`src/rtl/mhpq_pkg.sv`:
```
`default_nettype none

package mhpq_pkg;

	localparam int KEY_W      = 32;
	localparam int OP_W       = 2;
	localparam int STATUS_W   = 2;
	localparam int ENTRIES_W  = 7;
	localparam int CAPACITY   = 64;

	typedef logic signed [KEY_W-1:0]  key_t;
	typedef logic [OP_W-1:0]          op_t;
	typedef logic [STATUS_W-1:0]      status_t;
	typedef logic [ENTRIES_W-1:0]     entries_t;

	localparam op_t OP_INSERT     = 2'd0;
	localparam op_t OP_REMOVE_MAX = 2'd1;
	localparam op_t OP_REMOVE_MIN = 2'd2;

	localparam status_t STATUS_OK    = 2'd0;
	localparam status_t STATUS_EMPTY = 2'd1;
	localparam status_t STATUS_FULL  = 2'd2;

	// broadcast command to every cell, already qualified by full/empty
	typedef struct packed {
		logic ins;
		logic rmax;
		logic rmin;
	} cell_ctrl_t;

	// what a cell shows its neighbors
	typedef struct packed {
		logic valid;
		key_t key;
		logic gt;     // new key belongs in front of this cell
	} cell_link_t;

endpackage

`default_nettype wire

```
`src/rtl/mhpq_cell.sv`:
```
`default_nettype none

module mhpq_cell (
	input  wire                         clk,
	input  wire                         arst_n,
	input  wire mhpq_pkg::cell_ctrl_t   ctrl,
	input  wire mhpq_pkg::key_t         new_key,
	input  wire mhpq_pkg::cell_link_t   left,
	input  wire mhpq_pkg::cell_link_t   right,
	output mhpq_pkg::cell_link_t        self,
	output logic                        last
);

	logic            valid_q;
	mhpq_pkg::key_t  key_q;
	logic            gt;

	// ties go behind existing equal keys
	assign gt   = !valid_q || (new_key > key_q);
	assign last = valid_q && !right.valid;

	assign self.valid = valid_q;
	assign self.key   = key_q;
	assign self.gt    = gt;

	always_ff @(posedge clk or negedge arst_n) begin
		if (!arst_n) begin
			valid_q <= 1'b0;
		end else if (ctrl.ins) begin
			if (left.gt) begin
				valid_q <= left.valid;
			end else if (gt) begin
				valid_q <= 1'b1;
			end
		end else if (ctrl.rmax) begin
			valid_q <= right.valid;
		end else if (ctrl.rmin && last) begin
			valid_q <= 1'b0;
		end
	end

	always_ff @(posedge clk) begin
		if (ctrl.ins) begin
			if (left.gt) begin
				key_q <= left.key;
			end else if (gt) begin
				key_q <= new_key;
			end
		end else if (ctrl.rmax) begin
			key_q <= right.key;
		end
	end

endmodule

`default_nettype wire

```
`config.mk`:
```
export PLATFORM = sky130hd
export DESIGN_NAME = mhpq_cell
export DESIGN_NICKNAME = d
export VERILOG_FILES = /design/src/rtl/mhpq_pkg.sv /design/src/rtl/mhpq_cell.sv
export SDC_FILE = /design/constraint.sdc
export NUM_CORES = 1
export LEC_CHECK = 0
export ABC_AREA = 1
export BUFFER_PORTS_ARGS = -buffer_cell sky130_fd_sc_hd__buf_2
export CORE_UTILIZATION = 41
export CTS_CLUSTER_SIZE = 20
export DETAILED_ROUTE_END_ITERATION = 16
export PLACE_DENSITY_LB_ADDON = 0.25
export SYNTH_ARGS = -nofsm -noshare
export SYNTH_HDL_FRONTEND = slang
export SYNTH_SLANG_ARGS = --single-unit
```
`constraint.sdc`:
```
create_clock -name clk -period 2.7 [get_ports clk]
set_clock_uncertainty 0.1 [all_clocks]
set_input_delay 0.54 -clock clk [delete_from_list [all_inputs] [get_ports clk]]
set_output_delay 0.54 -clock clk [all_outputs]
set_load 0.02 [all_outputs]
```
==> parameters.txt <==
Parameter                              Value

Power and ir drop
  Cell area power density ... 458 mW/mm^2
  Power Total ... 1.67 mW
  Maximum ir drop on the vdd rail ... 250 uV
  Static Leak ... slightly below 2 nW

Timing
  Final Hold Violating Endpoints ... 0
  Max-slew violation count ... 0
  Highest clock frequency the design can meet ... about 0.38 GHz
  Minimum period implied by the final worst setup slack ... 2.61 ns
  Final setup violation count ... 0
  Part of the cycle the worst path needs ... 0.968
  Sum of negative setup slack ... 0 ns
  Post-route setup slack ... 0.0872 ns
  Transition time of the tightest slew-check pin ... 0.377 ns
  Hold Slack ... ~0.44 ns
  RSZ-0062 raised after global routing ... true
  Max-slew headroom ... 0.749

GRT
  Global router's overall resource usage ... 0.206
  Via count of the first global-routing pass ... 2,442
  Global-route wire length before repair ... 10.4 mm
  Total global routing overflow ... 0
  Number of antenna violations at the first check in global routing ... 0
  Largest net degree at the start of global routing ... 34

Synth
  Portion of the post-synthesis area used by sequential elements ... 0.381
  Synth cell count leaders ... nand2_1, nand3_1, inv_1, edfxtp_1, ha_1
  Cell taking the most area after synthesis ... edfxtp_1
  Count of warnings emitted by yosys ... 0
  Avg Synthesized Cell Area ... 7.63 um^2
  Nets in the synthesized netlist ... 476
  Post-synthesis sequential element count ... 33
  Ys flop type ... edfxtp_1
  Number of instances in the synthesized netlist ... 339
  Number of flops mapped to enable cells by yosys ... 32
  Most frequent cell after synthesis ... nand2_1
  Area fraction of the dominant cell type after synthesis ... 0.372
  Distinct cells, synth ... 23
  Syn Std Cell Area ... approximately 0.0026 mm^2
  Largest cells by area after synthesis ... edfxtp_1, ha_1, nand2_1, nand3_1, inv_1
  Share of synthesized flip-flops with an asynchronous set or reset ... 0.0303

Drt
  Post-route DRC violation count ... 0
  Top sig layer ... met4
  M1 WL ... 2.98 mm
  Count of nets left with antenna violations after detail routing ... 0
  Number of vias in the routed layout ... 2,707
  Average via count per standard cell ... slightly below 5
  DR WL met2 ... 3.42 mm
  Detailed route wirelength on metal3 ... 365 um
  DR iter-0 viols ... 81
  Final routed wirelength across all metal layers ... 6.85 mm
  First-pass detailed-route iteration total ... 4
  Average routed wire per standard cell ... roughly 12 um

Floorplan
  Die footprint ... 0.00663 mm^2
  Top-Level Pins ... 140
  Die Height ... 81.4 um
  Core region area ... 0.00599 mm^2
  Starting Density ... 0.431
  Std cell rows ... 28
  Floorplan die width ... 81.4 um

Critical path
  Launching point of the worst reg2reg path ... key_q[5]
  CP Class ... register to output pin
  Critical path endpoint category ... output pin
  Worst reg2reg endpoint ... key_q[2]
  Critical path peak fanout ... 2
  Data required time of the critical path ... 2.06 ns
  R2R setup slack ... 0.26 ns
  Startpoint type of the worst setup path ... register
  Number of cell instances on the worst register-to-register path ... 17
  Data arrival time at the worst-slack endpoint ... about 2.0 ns

Place
  RD Place Congestion ... 0.819
  Cell area reported after detailed placement ... 0.00338 mm^2
  Worst setup timing slack at the placement stage ... a little over 0.003 ns
  DPL Wire Length ... 5.06 mm
  Number of I/O port buffers ... between 100 and 150
  Dpl cells ... 543

CTS
  Maximum level of the CTS H-tree ... 2
  Clk sink count ... 33
  Buffer type at the clock tree root ... clkbuf_8
  Worst-skew pair later-pin latency ... 0.28 ns
  CTS tree ... built
  Maximum buffer depth of the clock tree ... 2
  Cts bufs inserted ... 5
  Clock-pin slew on the worst setup and hold paths ... 0.07 ns

Hold path
  Hold depth ... 3
  Path type of the worst min-delay path ... input pin to register
  Start point of the worst hold path ... right[27]
  Capture endpoint of the worst hold path ... key_q[26]

Run
  Max-capacitance violation count ... 0

Cells and area
  Sequential standard cell area ... 986 um^2
  Final std cells w/o fill ... 558
  Antenna cells ... 0
  Filler Cells Inserted ... 543
  Share of final-layout standard cells stronger than drive strength 1 ... 0.395
  Core Util, Final ... 0.607
  Count of nets after finishing ... 619
  Area Growth Syn to Fin ... 40.8%
  Area of the multi-input gates ... 0.00148 mm^2
  Layout Cell Area excl Fill ... 0.00364 mm^2

Run status
  Status ... finished, final reports clean
## layer usage
| layer | vias to the layer above | GRT usage |
|---|---|---|
| met5 | - | 0 |
| met2 | 91 | 0.363 |
| li1 | 1407 | - |
| met1 | 1200 | 0.248 |
| met4 | 0 | 0.0696 |
| met3 | 9 | 0.0371 |
## registers in the layout, indices dropped and copies added (netlist names)
signal	flops
valid_q	1
key_q	32
## layout make-up
type	count	share of cell area
inverters	45	0.0475
clock inverters	1	0.00138
flip-flops and latches	33	0.271
multi-input cells	245	0.405
well taps	75	0.0258
repair buffers	152	0.228
clock buffers	7	0.0210
## power by group
group          switching (mW)  internal (mW)  leakage, nW
registers              0.0302          0.639        0.342
logic                   0.363          0.270         1.55
clock network           0.182          0.181       0.0422
total                   0.575           1.09         1.93
## worst max-delay path by stage
stage | start | to | slack, ns
6_report | key_q[21] | self[0] | 0.09
5_1_grt | key_q[5] | self[0] | -0.12
4_1_cts | key_q[31] | self[0] | 0.008
3_5_place_dp | new_key[31] | self[0] | 0.003
3_3_place_gp | new_key[31] | self[0] | 0.02
2_1_floorplan | new_key[31] | key_q[0] | 0.06
## cell families (layout without fill, tap and decap cells)
| group | after synthesis | after routing | synth area share |
|---|---|---|---|
| flops | 33 | 33 | 0.381 |
| buf+inv | 61 | 205 | 0.0920 |
| fa+ha+maj | 32 | 32 | 0.155 |
| simple gates | 194 | 194 | 0.328 |
| compound gates | 19 | 19 | 0.0441 |
## worst max-delay path, stage by stage, from the launching register on
cell and delay, ns:
edfxtp_1 0.34, inv_1 0.04, ha_1 0.28, nand2_1 0.06, nor2_2 0.13, nand3_2 0.10
nor3b_4 0.20, buf_4 0.14, nand4_1 0.08, nand2_2 0.11, nand2_2 0.06, buf_6 0.13
## cells in the final DEF (no fill, tap or decap), types with 2 or more instances in the layout
cell type / synthesis / final
buf_2: 1 / 137
nand2_1: 104 / 98
nand3_1: 70 / 70
inv_1: 41 / 37
edfxtp_1: 32 / 32
ha_1: 32 / 27
buf_4: 2 / 11
nor2_1: 11 / 9
nand2_2: 2 / 8
a21oi_1: 12 / 8
inv_2: 4 / 7
ha_4: 0 / 5
clkbuf_8: 0 / 5
a21oi_2: 0 / 4
nor2_2: 2 / 3
nand4_1: 2 / 2
o21ai_0: 3 / 2
clkbuf_1: 13 / 2
buf_12: 0 / 2
## timing repair
| action | 4_1_cts | 5_1_grt |
|---|---|---|
| pin swaps | 1 | 11 |
| setup buffers | 1 | 5 |
| hold endpoints to repair | 1 | 0 |
| hold buffers | 1 | 0 |
| setup endpoints to repair | 1 | 1 |
| gates resized for setup | 1 | 25 |
Power figures use the tool's default switching activity.
